<file path="src/hw/rtl/trit_pkg.sv">
`timescale 1ns / 1ps
// ----------------------------------------------------------------------------
// trit_pkg: shared types and constants
// Widths, codes and serial-order helpers for the interval tracker.
// ----------------------------------------------------------------------------
package trit_pkg;

  localparam int unsigned MaxIntervals = 16;
  localparam int unsigned IdxW = $clog2(MaxIntervals);
  localparam int unsigned CntW = $clog2(MaxIntervals + 1);
  localparam int unsigned SeqW = 32;
  localparam int unsigned LenW = 25;
  localparam int unsigned CfgIdxW = 1;
  localparam logic [SeqW-1:0] SeqHalf = 32'h7FFF_FFFF;
  localparam logic [LenW-1:0] BufSizeReset = 25'd65536;

  typedef enum logic [1:0] {
    StOk     = 2'd0,
    StDrop   = 2'd1,
    StBeyond = 2'd2,
    StFull   = 2'd3
  } status_e;

  typedef enum logic {
    OpPut    = 1'b0,
    OpRemove = 1'b1
  } op_e;

  localparam logic [CfgIdxW-1:0] RegBufSize  = 1'b0;
  localparam logic [CfgIdxW-1:0] RegStartSeq = 1'b1;

  typedef enum logic [2:0] {
    FsmIdle,
    FsmScan,
    FsmFix,
    FsmHead,
    FsmOut
  } fsm_e;

  typedef struct packed {
    logic [SeqW-1:0] start;
    logic [LenW-1:0] len;
  } ivl_t;

  // Command broadcast from the controller to every cell for one cycle.
  typedef struct packed {
    logic            scan;     // evaluate join and capture against seg
    logic            commit;   // apply the computed update
    logic            rem;      // remove step
    logic            rem_drop; // remove consumes the whole first interval
    logic [SeqW-1:0] seg_s;
    logic [LenW-1:0] seg_l;
    logic [LenW-1:0] rem_len;
  } cmd_t;

  function automatic logic [SeqW-1:0] seq_lower(input logic [SeqW-1:0] a,
                                                input logic [SeqW-1:0] b);
    logic [SeqW-1:0] r;
    if (a == b) r = a;
    else if (a < b) r = ((b - a) <= SeqHalf) ? a : b;
    else r = ((a - b) <= SeqHalf) ? b : a;
    return r;
  endfunction

  function automatic logic [SeqW-1:0] seq_upper(input logic [SeqW-1:0] a,
                                                input logic [SeqW-1:0] b);
    logic [SeqW-1:0] r;
    if (a == b) r = a;
    else if (a < b) r = ((b - a) <= SeqHalf) ? b : a;
    else r = ((a - b) <= SeqHalf) ? a : b;
    return r;
  endfunction

endpackage

</file>
<file path="src/hw/rtl/trit_cell.sv">
`timescale 1ns / 1ps
// ----------------------------------------------------------------------------
// trit_cell: one interval slot
// Holds one interval, evaluates its join against the segment and shifts
// toward or away from its neighbors on commit and on remove.
// ----------------------------------------------------------------------------
module trit_cell (
  input  logic                      clk_i,
  input  logic                      rst_ni,
  input  trit_pkg::cmd_t            cmd_i,
  input  logic                      valid_i,      // slot index below count
  input  logic                      head_i,       // this is slot zero
  input  trit_pkg::ivl_t            left_i,       // neighbor at index - 1
  input  trit_pkg::ivl_t            right_i,      // neighbor at index + 1
  input  logic                      shift_in_i,   // insert position below
  input  logic                      ins_here_i,   // segment goes to this slot
  input  logic                      take_union_i, // this slot is first joined
  input  logic [trit_pkg::CntW-1:0] pull_i,       // pull amount (joined minus one)
  input  logic                      pull_sel_i,   // this slot pulls from above
  input  trit_pkg::ivl_t            pull_src_i,   // entry at index + pull
  input  trit_pkg::ivl_t            union_i,
  output trit_pkg::ivl_t            ivl_o,
  output logic                      join_o,
  output logic                      below_o       // start not below segment end
);

  trit_pkg::ivl_t  ivl_q, ivl_d;
  logic            join_q, join_d;
  logic            below_q, below_d;
  logic [trit_pkg::SeqW-1:0] ae, be, end0;

  always_comb begin
    ae   = cmd_i.seg_s + trit_pkg::SeqW'(cmd_i.seg_l) + 32'd1;
    be   = ivl_q.start + trit_pkg::SeqW'(ivl_q.len) + 32'd1;
    end0 = cmd_i.seg_s + trit_pkg::SeqW'(cmd_i.seg_l);
    join_d = join_q;
    below_d = below_q;
    if (cmd_i.scan) begin
      join_d = valid_i &&
               !(trit_pkg::seq_lower(ae, ivl_q.start) == ae ||
                 trit_pkg::seq_lower(be, cmd_i.seg_s) == be);
      below_d = valid_i && (trit_pkg::seq_upper(end0, ivl_q.start) == ivl_q.start);
    end
  end

  // On a remove the whole row shifts down when the first interval is used
  // up; otherwise only slot zero is trimmed from the front.
  always_comb begin
    ivl_d = ivl_q;
    if (cmd_i.commit) begin
      if (take_union_i) ivl_d = union_i;
      else if (pull_sel_i && pull_i != '0) ivl_d = pull_src_i;
      else if (ins_here_i) ivl_d = '{start: cmd_i.seg_s, len: cmd_i.seg_l};
      else if (shift_in_i) ivl_d = left_i;
    end else if (cmd_i.rem) begin
      if (cmd_i.rem_drop) ivl_d = right_i;
      else if (head_i) begin
        ivl_d.start = ivl_q.start + trit_pkg::SeqW'(cmd_i.rem_len);
        ivl_d.len   = ivl_q.len - cmd_i.rem_len;
      end
    end
  end

  always_ff @(posedge clk_i) begin
    ivl_q <= ivl_d;
  end

  always_ff @(posedge clk_i or negedge rst_ni) begin
    if (!rst_ni) begin
      join_q  <= 1'b0;
      below_q <= 1'b0;
    end else begin
      join_q  <= join_d;
      below_q <= below_d;
    end
  end

  assign ivl_o   = ivl_q;
  assign join_o  = join_q;
  assign below_o = below_q;

endmodule

</file>
<file path="config.mk">
export PLATFORM = sky130hd
export DESIGN_NAME = trit_cell
export DESIGN_NICKNAME = d
export VERILOG_FILES = /design/src/hw/rtl/trit_pkg.sv /design/src/hw/rtl/trit_cell.sv
export SDC_FILE = /design/constraint.sdc
export NUM_CORES = 1
export LEC_CHECK = 0
export BUFFER_PORTS_ARGS = -buffer_cell sky130_fd_sc_hd__buf_2
export CAP_MARGIN = 5
export CORE_MARGIN = 4
export CORE_UTILIZATION = 30
export DETAILED_ROUTE_END_ITERATION = 10
export PLACE_DENSITY = 0.53
export SLEW_MARGIN = 40
export SYNTH_ARGS = -nofsm -noshare
export SYNTH_HDL_FRONTEND = slang
export SYNTH_SLANG_ARGS = --single-unit
</file>
<file path="constraint.sdc">
create_clock -name clk_i -period 17.69 [get_ports clk_i]
set_input_delay 5.307 -clock clk_i [delete_from_list [all_inputs] [get_ports clk_i]]
set_output_delay 5.307 -clock clk_i [all_outputs]
set_load 0.1 [all_outputs]
</file>
**After elaboration in Yosys (flattened, before gate mapping)**

Cells that the tools add are included.

- Add/subtract/negate cells: 12
- Order comparisons: 9
- Reductions and logical operators: 9
- Multiplexer cells: 23
- Equal/unequal tests: 7

Operator list:

| operator | count |
|---|---|
| $mux 32 | 15 |
| $mux 57 | 8 |
| $eq 32x32->1 | 6 |
| $le 32x31->1 const B | 6 |
| $sub 32x32->32 | 6 |
| $add 32x25->32 | 3 |
| $lt 32x32->1 | 3 |
| $add 32x1->32 const B | 2 |
| $sub 25x25->25 | 1 |
| $ne 5x1->1 const B | 1 |
| $reduce_bool 5->1 | 1 |
| $logic_and 1x1->1 | 3 |
| $reduce_and 3->1 | 1 |
| $reduce_bool 3->1 | 1 |
| $reduce_bool 2->1 | 1 |
| $logic_not 1->1 | 1 |
| $logic_or 1x1->1 | 1 |

- Flip-flop bits (word level): 59
- Input port bits: 327

**Longest topological paths before layout**

Gate-level depths: netlist of the first run.

- Depth after elaboration: 12
- Mapped depth: 27
- Mapped depth without buffers: 26

**Least setup slack after synthesis of the first run**

No wires, ideal clock.

- Kind: input -> register
- Start: input cmd_i[82] (netlist name)
- End: register ivl_q, in the netlist ivl_o[0] (enable)
- Stages on the path: 5
- Setup slack: 6920 ps
- Arrival: 10219 ps
- Path buffers: 3
- Setup time: 551 ps
- Required time: 17139 ps
- Cells stage by stage: clkbuf_1 -> clkbuf_1 -> clkbuf_1 -> o21ai_0 -> o21ai_0

- Cells in the longest elaborated chain, start to end: 2

Ends and longest elaborated chain:

| element | line | source |
|---|---|---|
| start, declared | trit_cell.sv:10 | `input trit_pkg::cmd_t cmd_i,` |
| $reduce_bool 3->1 (no source line) | -- |  |
| $reduce_and 3->1 (no source line) | -- |  |
| end signal, assigned | trit_cell.sv:65 | `ivl_q <= ivl_d;` |
| end, declared | trit_cell.sv:27 | `trit_pkg::ivl_t ivl_q, ivl_d;` |

No other way between the ends.
A chain may end at the register's enable or synchronous reset.

**Final worst setup path of the first run**

- Start: input cmd_i[50] (netlist name)
- End: register join_q (netlist: join_o)

- Cells in the longest elaborated chain, start to end: 12
- Elaborated cells on any way between the ends: 29

Ends and longest elaborated chain:

| element | line | source |
|---|---|---|
| $add 32x25->32 | trit_cell.sv:33 | `ae = cmd_i.seg_s + trit_pkg::SeqW'(cmd_i.seg_l) + 32'd1;` |
| $add 32x1->32 | trit_cell.sv:33 |  |
| $sub 32x32->32 (on tied branches) | trit_pkg.sv:61, trit_pkg.sv:60 |  |
| $le 32x31->1 (on tied branches) | trit_pkg.sv:61, trit_pkg.sv:60 |  |
| $mux 32 (on tied branches) | trit_pkg.sv:61, trit_pkg.sv:60 |  |
| $mux 32 | trit_pkg.sv:60 | `else if (a < b) r = ((b - a) <= SeqHalf) ? a : b;` |
| $mux 32 | trit_pkg.sv:59 | `if (a == b) r = a;` |
| $mux 32 | trit_cell.sv:38 | `if (cmd_i.scan) begin` |
| $eq 32x32->1 | trit_cell.sv:40 | `!(trit_pkg::seq_lower(ae, ivl_q.start) == ae \|\|` |
| $logic_or 1x1->1 (*) | trit_cell.sv:40 |  |
| $logic_not 1->1 (*) | trit_cell.sv:40 |  |
| $logic_and 1x1->1 (*) | trit_cell.sv:39 | `join_d = valid_i &&` |
| end signal, assigned | trit_cell.sv:73 | `join_q <= join_d;` |
| end, declared | trit_cell.sv:28 | `logic join_q, join_d;` |

Every way passes the cells marked *; elsewhere a longest branch is shown, timed or not. The select of a mux whose other input is x is not followed.

==> results of run 1 <==
-- cells by family after synthesis --
group / count (synthesis) / share of synthesized area
XOR/XNOR: 176 / 0.0933
flip-flops: 59 / 0.100
multiplexers: 70 / 0.0401
AND/OR/NAND/NOR: 628 / 0.183
adder cells (fa/ha/maj): 296 / 0.214
buffers and inverters: 312 / 0.0683
AO/OA/AOI/OAI: 790 / 0.300
-- metal layers --
layer  wire (um)  vias up  track usage
met2       34500      667        0.381
li1            -     9248            -
met3        5020      116       0.0379
met4        3120        6       0.0909
met1       34500     9124        0.316
met5          36        -            0
-- final cells by class --
type	instances	area, um^2	area share
well taps	765	957	0.0464
diodes	6	15.0	0.000728
repair buffers	410	2130	0.103
clock buffers	10	229	0.0111
clock inverters	5	55.1	0.00267
flip-flops and latches	59	1760	0.0855
multi-input cells	1960	14600	0.709
inverters	223	840	0.0407
-- Yosys cell counts, drive strengths merged, types with 20 or more instances --
cell type	instances	area (um^2)
o21ai	121	613
o21a	25	188
nor3	64	342
nand2b	20	125
o211ai	26	200
inv	221	832
clkbuf	64	240
nor2b	31	194
mux2i	68	681
nor4	26	220
a211oi	110	853
xnor2	134	1210
a21oi	246	1240
edfxtp	57	1710
and3	28	175
nor2	167	627
a21o	111	833
and2	21	131
or3	23	149
nand3	54	293
nand4	37	238
nand2	128	488
xor2	39	357
ha	289	3620
buf	25	118
-- worst reg2reg max path, stage by stage (launching register included) --
cell      delay [ns]
edfxtp_1        0.73
inv_1           0.37
fa_1            0.52
nor2b_1         0.17
o21bai_1        0.12
a21oi_1         0.34
o21ai_1         0.28
a211oi_1        0.42
o211ai_1        0.21
a21oi_1         0.22
xnor2_1         0.21
inv_1           0.08
ha_1            0.33
nand4_1         0.19
nor2_1          0.32
nand2_1         0.12
a211oi_1        0.28
a311o_1         0.21
and3_1          0.17
o32ai_1         0.08
buf_4           0.17
nor3_1          0.13
a21oi_1         0.07
or4_1           0.55
nor4_1          0.58
nor3_2          0.06
-- power groups by stage --
| stage | clock, uW | combinational (uW) | sequential [uW] |
|---|---|---|---|
| 2_1_floorplan | 0 | 785 | 328 |
| 3_3_place_gp | 0 | 1230 | 213 |
| 3_5_place_dp | 0 | 1250 | 213 |
| 4_1_cts | 188 | 1260 | 210 |
| 5_1_grt | 191 | 1390 | 213 |
| 6_report | 182 | 1260 | 210 |
-- worst min-delay path by stage --
stage                             start             endpoint  depth (start not counted)
floorplan           below_o$_DFFE_PN0P_  below_o$_DFFE_PN0P_                          2
global placement    below_o$_DFFE_PN0P_  below_o$_DFFE_PN0P_                          2
detailed placement  below_o$_DFFE_PN0P_  below_o$_DFFE_PN0P_                          2
CTS                 below_o$_DFFE_PN0P_  below_o$_DFFE_PN0P_                          2
global route        below_o$_DFFE_PN0P_  below_o$_DFFE_PN0P_                          2
finish              below_o$_DFFE_PN0P_  below_o$_DFFE_PN0P_                          2
-- stage by stage --
| step | area, um^2 | cells |
|---|---|---|
| after floorplan | 17500 | 2331 |
| after global placement | 20300 | 3417 |
| after detailed placement | 20300 | 3417 |
| after CTS | 20600 | 3432 |
| after global routing | 20600 | 3436 |
| final | 20600 | 3438 |
-- state kept, by name, summed over array words and instances (netlist names) --
register,count
ivl_o,57
below_o,1
join_o,1
-- placed cells by master (no fill, tap or decap), types with 13 or more instances in the layout --
master and n:
buf_2 381, ha_1 289, a21oi_1 243, inv_1 215, nor2_1 167, xnor2_1 128, nand2_1 125, a21o_1 111
o21ai_0 111, a211oi_1 106, mux2i_1 65, nor3_1 61, edfxtp_1 57, nand3_1 51, xor2_1 37, nand4_1 36
nor2b_1 31, and3_1 28, buf_4 27, o21a_1 25, o211ai_1 25, or3_1 22, and2_1 21, nor4_1 21
nand2b_1 20, a31oi_1 13
==> results_dict.tcl, run 1 <==
set metrics [dict create \
    p_per_area_nw_per_um2 80.3 \
    seqPwrFrac 0.127 \
    coreArea_um2 57800 \
    drt_iter0_drc 1388 \
    cp.depth 23 \
    cts_setup_buffers 0 \
    required_ns 17.98 \
    fp.dieH_um 250 \
    hpwl_um 65200 \
    start_kind "input pin" \
    reg2reg_depth 25 \
    rrSetupSlack_ns 10.65 \
    critPathMaxStageDelay_ns 0.52 \
    cts_tree "built" \
    crit_slowest_cell "and4_1" \
    routed_wl_um 77200 \
    grtUsageTotal 0.236 \
    ir_drop_mv 0.0473 \
    reg2reg_to "join_o$_DFFE_PN0P_" \
    grt_pass1_vias 19045 \
    syn_nets 2954 \
    status "complete, no violations" \
    drive_above_1_share 0.186 \
    synth-seq-area-share 0.100 \
    timing.rr.start "ivl_o[26]$_DFFE_PP_" \
    critical_path.startpoint "cmd_i[50]" \
    nFillCells 6176 \
    path_cells "buf_2, ha_1, fa_1, a21o_1, a311o_1, nand3_2, a21oi_2, o211ai_1, and4_1, nand2_2, or3_1, or4_4, xnor2_1, ha_1, nand3_1, nor3_1, nand3_1, a21oi_1, a211oi_1, mux2i_1, xnor2_1, o31a_1, nor3_2" \
    postSynth.asyncResetShare 0.0339 \
    slew_viol_final 0 \
    synth_cell_type_count 97 \
    p_sw_uw 911 \
    path_max_fanout 11 \
    clockBufferDepth 2 \
    viasPerCell 5.57 \
    die_w_um 250 \
    finalHoldViolCount 0 \
    crit_end "join_o$_DFFE_PN0P_" \
    cts_resized 0 \
    pwr-share-clk 0.110 \
    antenna_found_initial 10 \
    finalClockSkew_ns 0.0206 \
    cp.arrival_ns 11.46 \
    min_period_ns 11.17 \
    numCtsBuffers 9 \
    cts-hold-fix-buffers 0 \
    path_delay_family "simple AND/OR/NAND/NOR gates" \
    clock_latency_ns 0.37 \
    yosys_warnings 0 \
    clock_sinks 59 \
    placementRows 88 \
    max_slew_margin 0.381 \
    dr.pass1.iters 6 \
    wl_per_cell_um 22.4 \
    fin_tns_setup_ns 0 \
    end_kind "flip-flop" \
    htreeDepth 3 \
    cap_violations 0 \
    post-place-ws_ns 6.15 \
    synth-edff-count 57 \
    max_clock_freq_mhz 89.5 \
    syn-cell-area_um2 17500 \
    rsz0062_at_grt "false" \
    layout_setup_ws_ns 6.52 \
    die_area_um2 62400 \
    syn_area_per_cell_um2 7.52 \
    criticalPathCategory "input pin to flip-flop" \
    start_util 0.303 \
    gp_congestion 0.952 \
    num_io_pins 386 \
    p_total_uw 1660 \
    p_comb_frac 0.763 \
    io_buffers 385 \
    tightest_slew_ns 0.902 \
    nets 3286 \
    min_period_over_period 0.631 \
    synth_seq_cells 59 \
    hp-class "flip-flop to flip-flop" \
    crit_buf_inv 1 \
    netlist_instances 2331 \
    via_count 19161 \
    drcViolationCount 0 \
    grt_max_degree 87 \
    grt_pass1_wl_um 114000 \
    clkTransAtPathRegs_ns 0.07 \
    cts-root-buf "clkbuf_16" \
    synthFlopType "edfxtp_1" \
    swShare 0.550 \
    grt_overflow 0 \
    p_leak_uw 0.00987 \
    final_core_util 0.357 \
    area_growth_syn_to_layout_pct 17.6 \
    hold_slack_ns 0.535 \
    intPower_uw 744 \
    setup_violations 0 \
    antenna_left 0 \
]
No activity file was read; power rests on OpenSTA's default activity.
==> run 2: changes to the inputs <==
Settings changed: ABC_AREA from default to 1.
Clock period 17.69 ns to 11.3 ns, I/O delays scaled along.
==> run 2 against run 1 <==
  * Setup slack worse by 3.9 ns
  * Combinational power grew 78%
  * Register-to-register slack got worse by 5.4 ns
  * Critical path depth grew 15
==> results_dict.tcl, run 2 <==
set metrics [dict create \
    hold_start "join_o$_DFFE_PN0P_" \
    grt_max_degree 65 \
    antenna_left 0 \
    crit_buf_inv 6 \
    design_area_um2 22700 \
    place_area_um2 22400 \
    htreeDepth 3 \
    synthFlopType "edfxtp_1" \
    crit_top_cell "nand2_1" \
    clock_sinks 59 \
    p_per_area_nw_per_um2 127 \
    die_area_um2 68600 \
    drt_iter0_drc 2426 \
    tightest_slew_ns 0.926 \
    slew_viol_final 0 \
    cts-root-buf "clkbuf_16" \
    grt_pass1_vias 23087 \
    rsz0062_at_grt "false" \
    nFillCells 7201 \
    synth-edff-count 57 \
    clkTransAtPathRegs_ns 0.07 \
    synthTopCellsByArea "nand2_1, ha_1, edfxtp_1, inv_1, a21oi_1" \
    timing.rr.start "ivl_o[26]$_DFFE_PP_" \
    p_total_uw 2880 \
    critPathMaxStageDelay_ns 0.61 \
    grt_overflow 0 \
    clock_latency_ns 0.38 \
    cts_setup_buffers 0 \
    cap_violations 0 \
    wl_per_cell_um 21.5 \
    finalHoldViolCount 0 \
    start_util 0.305 \
    syn-cell-area_um2 19300 \
    final_cell_mix "nand2_1, inv_1, buf_2" \
    grt_pass1_wl_um 141000 \
    yosysMostFrequentCell "nand2_1" \
    path_delay_family "simple AND/OR/NAND/NOR gates" \
    holdPathEnd "join_o$_DFFE_PN0P_" \
    status "complete, no violations" \
    required_ns 11.58 \
    drive_above_1_share 0.145 \
    coreArea_um2 63400 \
    placementRows 92 \
    min_period_over_period 0.767 \
    netlist_instances 3349 \
    cts-hold-fix-buffers 0 \
    ir_drop_mv 0.0879 \
    min_period_ns 8.67 \
    grtUsageTotal 0.276 \
    syn_nets 3972 \
    whs_path_depth 2 \
    max_clock_freq_mhz 115 \
    viasPerCell 5.29 \
    area_growth_syn_to_layout_pct 17.5 \
    final_core_util 0.358 \
    synth_cell_type_count 53 \
    synth_seq_cells 59 \
    crit_slowest_cell "fa_1" \
    setup_violations 0 \
    postSynth.asyncResetShare 0.0339 \
    criticalPathCategory "input pin to flip-flop" \
    synth_top_area_share 0.189 \
    start_kind "input pin" \
    synth_top_area_cell "nand2_1" \
    cts_tree "built" \
    yosys_warnings 0 \
    largest_register_ffs 57 \
    die_w_um 262 \
    path_max_fanout 6 \
    clockBufferDepth 2 \
    cp.arrival_ns 8.95 \
    drcViolationCount 0 \
    hp-class "flip-flop to flip-flop" \
    gp_congestion 1.01 \
    finalClockSkew_ns 0.0171 \
    syn_area_per_cell_um2 5.78 \
    num_io_pins 386 \
    dr.pass1.iters 6 \
    cts_resized 0 \
    hpwl_um 83700 \
    via_count 24205 \
    fp.dieH_um 262 \
    numCtsBuffers 9 \
    rrSetupSlack_ns 5.23 \
    synth-seq-area-share 0.0911 \
    fin_tns_setup_ns 0 \
    io_buffers 385 \
    final_common_cell "nand2_1" \
    p_leak_uw 0.0122 \
    max_slew_margin 0.380 \
    end_kind "flip-flop" \
    reg2reg_depth 31 \
    synth_common_cells "nand2_1, inv_1, nor2_1" \
    nets 4335 \
    antenna_found_initial 22 \
    reg2reg_to "join_o$_DFFE_PN0P_" \
    routed_wl_um 98500 \
]
## run 2: cell count changes after synthesis, moves of 93 or more
cell,before,now
nor2_1,167,309
xnor2_1,129,10
nand3_1,51,247
inv_1,215,450
a21o_1,111,16
nand2_1,125,975
a211oi_1,106,13
o21ai_0,112,209
## run 2: worst max path at each step
stage	end	slack [ns]	cells past startpoint	start
after floorplan	join_o$_DFFE_PN0P_	3.48	37	cmd_i[25]
after global placement	join_o$_DFFE_PN0P_	2.24	39	cmd_i[50]
after detailed placement	join_o$_DFFE_PN0P_	2.18	38	cmd_i[50]
after CTS	join_o$_DFFE_PN0P_	2.57	38	cmd_i[50]
after global routing	join_o$_DFFE_PN0P_	2.08	38	cmd_i[50]
final	join_o$_DFFE_PN0P_	2.63	38	cmd_i[50]
## run 2: layer usage
metal	wire length (um)	up-vias	GRT usage
met5	76	-	0
met4	2760	12	0.0774
met3	7560	134	0.0379
met2	44200	990	0.452
met1	44000	11164	0.379
li1	-	11905	-
## run 2: area by class of cell
type / instances / area (um^2) / area share
Multi-Input combinational cell: 2748 / 15600 / 0.687
Timing Repair Buffer: 421 / 2200 / 0.0968
Inverter: 473 / 1780 / 0.0781
Sequential cell: 59 / 1760 / 0.0775
Tap cell: 846 / 1060 / 0.0466
Clock buffer: 10 / 229 / 0.0101
Clock inverter: 6 / 56.3 / 0.00248
Antenna cell: 12 / 30.0 / 0.00132
## run 2: power breakdown
group	internal, uW	switching, uW
registers	281	49.7
logic	678	1570
clock network	169	133
## run 2: per-stage QoR
stage / hold slack, ns / setup WS [ns] / instances
5_1_grt: 0.554 / 2.08 / 4571
4_1_cts: 0.495 / 2.57 / 4563
3_3_place_gp: 0.481 / 2.24 / 4547
2_1_floorplan: 0.979 / 3.48 / 3349
3_5_place_dp: 0.477 / 2.18 / 4547
6_report: 0.497 / 2.63 / 4575
## run 2: cells by family (layout without fill, tap and decap cells)
logic type	after synthesis	count (layout)	share of synthesized area
other	0	12	0
adder cells (fa/ha/maj)	296	296	0.194
buffers and inverters	542	910	0.106
XOR/XNOR	65	65	0.0330
AND/OR/NAND/NOR	1708	1708	0.376
flip-flops	59	59	0.0911
AO/OA/AOI/OAI	679	679	0.200
## run 2: tightest hold or removal path, stage by stage (launching register included)
cell and delay, ns:
dfrtp_1 0.36, nand2_1 0.06, nand2_1 0.06
==> run 3: changes to the inputs <==
Clock period 11.3 ns to 8.8 ns, I/O delays scaled along.
==> run 3 against run 2 <==
  * Clock power rose by 25%
  * Routed wire length fell by 0.67%
  * Register-to-register slack got worse by 2.5 ns
  * Cell area fell by 0.38%
  * Largest cell class unchanged
  * Clock-buffer cell count fell by 1
==> results_dict.tcl, run 3 (synthesis results as in run 2) <==
set metrics [dict create \
    path_max_fanout 6 \
    finalHoldViolCount 0 \
    via_count 24089 \
    cts_setup_buffers 0 \
    finalClockSkew_ns 0.0125 \
    required_ns 9.09 \
    nets 4327 \
    largest_register_ffs 57 \
    num_io_pins 386 \
    hp-class "flip-flop to flip-flop" \
    antenna_left 0 \
    viasPerCell 5.28 \
    rsz0062_at_grt "false" \
    crit_top_cell "nand2_1" \
    setup_violations 0 \
    min_period_over_period 0.858 \
    htreeDepth 3 \
    die_w_um 262 \
    grt_max_degree 63 \
    grtUsageTotal 0.276 \
    critPathMaxStageDelay_ns 0.60 \
    start_util 0.305 \
    fp.dieH_um 262 \
    max_slew_margin 0.446 \
    final_common_cell "nand2_1" \
    tightest_slew_ns 0.823 \
    antenna_found_initial 18 \
    end_kind "flip-flop" \
    wl_per_cell_um 21.5 \
    grt_pass1_wl_um 141000 \
    numCtsBuffers 9 \
    nFillCells 7229 \
    cts_tree "built" \
    ir_drop_mv 0.107 \
    area_growth_syn_to_layout_pct 17.1 \
    min_period_ns 7.55 \
    cts_resized 0 \
    place_area_um2 22300 \
    drt_iter0_drc 2248 \
    cp.arrival_ns 7.84 \
    clock_latency_ns 0.39 \
    slew_viol_final 0 \
    drcViolationCount 0 \
    hold_slack_ns 0.497 \
    io_buffers 385 \
    max_clock_freq_mhz 132 \
    clkTransAtPathRegs_ns 0.07 \
    gp_congestion 0.986 \
    coreArea_um2 63400 \
    hpwl_um 83700 \
    placementRows 92 \
    design_area_um2 22600 \
    fin_tns_setup_ns 0 \
    grt_overflow 0 \
    clock_sinks 59 \
    p_leak_uw 0.0122 \
    p_total_uw 3680 \
    status "complete, no violations" \
    p_per_area_nw_per_um2 162 \
    final_cell_mix "nand2_1, inv_1, buf_2" \
    die_area_um2 68600 \
    grt_pass1_vias 22814 \
    cts-hold-fix-buffers 0 \
    cts-root-buf "clkbuf_16" \
    drive_above_1_share 0.142 \
    routed_wl_um 97900 \
    start_kind "input pin" \
    dr.pass1.iters 6 \
    cap_violations 0 \
    clockBufferDepth 2 \
    criticalPathCategory "input pin to flip-flop" \
    crit_slowest_cell "fa_1" \
]
-- run 3: changes by cell type in the layout (fill, tap and decap cells not counted) --
cell	previous run	this run
diode_2	12	6
clkbuf_1	1	0
buf_4	35	27
a211oi_2	4	3
a211oi_1	9	10
clkinv_1	4	6
clkinv_2	3	2
nor3_2	2	1
nor3_1	32	33
-- run 3: power breakdown --
group / total, uW / leakage, uW / switching, uW / internal, uW
clock network: 377 / 0.000138 / 162 / 215
registers: 453 / 0.000600 / 92.3 / 361
logic: 2850 / 0.0114 / 1980 / 863
total: 3680 / 0.0122 / 2240 / 1440
-- run 3: area by class of cell --
type | instances | area, um^2 | share of cell area
Clock buffer | 9 | 225 | 0.00995
Timing Repair Buffer | 413 | 2140 | 0.0946
Sequential cell | 59 | 1760 | 0.0778
Inverter | 473 | 1780 | 0.0784
Antenna cell | 6 | 15.0 | 0.000663
Tap cell | 846 | 1060 | 0.0468
Multi-Input combinational cell | 2748 | 15600 | 0.689
Clock inverter | 7 | 58.8 | 0.00260
-- run 3: path summary, 6_finish.rpt --
path / from / to / slack [ns] / cells past startpoint
setup / recovery: cmd_i[50] / join_o$_DFFE_PN0P_ / 1.25 / 38
hold / removal: below_o$_DFFE_PN0P_ / below_o$_DFFE_PN0P_ / 0.50 / 2
setup reg to reg: ivl_o[26]$_DFFE_PP_ / join_o$_DFFE_PN0P_ / 2.72 / 28
hold reg to reg: below_o$_DFFE_PN0P_ / below_o$_DFFE_PN0P_ / 0.50 / 2
max in group asynchronous: rst_ni / join_o$_DFFE_PN0P_ / 6.68 / 1
min in group asynchronous: rst_ni / below_o$_DFFE_PN0P_ / 2.02 / 1
-- run 3: through the flow --
step	std cells	util	setup slack, ns
finish	4561	0.357	1.25
floorplan	3349	-	1.73
detailed placement	4539	0.352	0.864
CTS	4555	0.357	1.29
global placement	4539	0.352	0.986
global route	4560	0.357	0.711
-- run 3: critical path, delay by kind of cell --
| kind | cells | cell delay [ns] |
|---|---|---|
| fa+ha+maj | 4 | 1.36 |
| xor+xnor | 1 | 0.20 |
| buf+inv | 4 | 0.36 |
| simple gates | 29 | 3.23 |
-- run 3: metal layers --
metal	global-route usage	vias to the layer above	part of all wire
met3	0.0384	127	0.077
met5	0	-	0.00071
met4	0.0736	12	0.025
li1	-	11849	-
met1	0.374	11215	0.44
met2	0.461	886	0.46
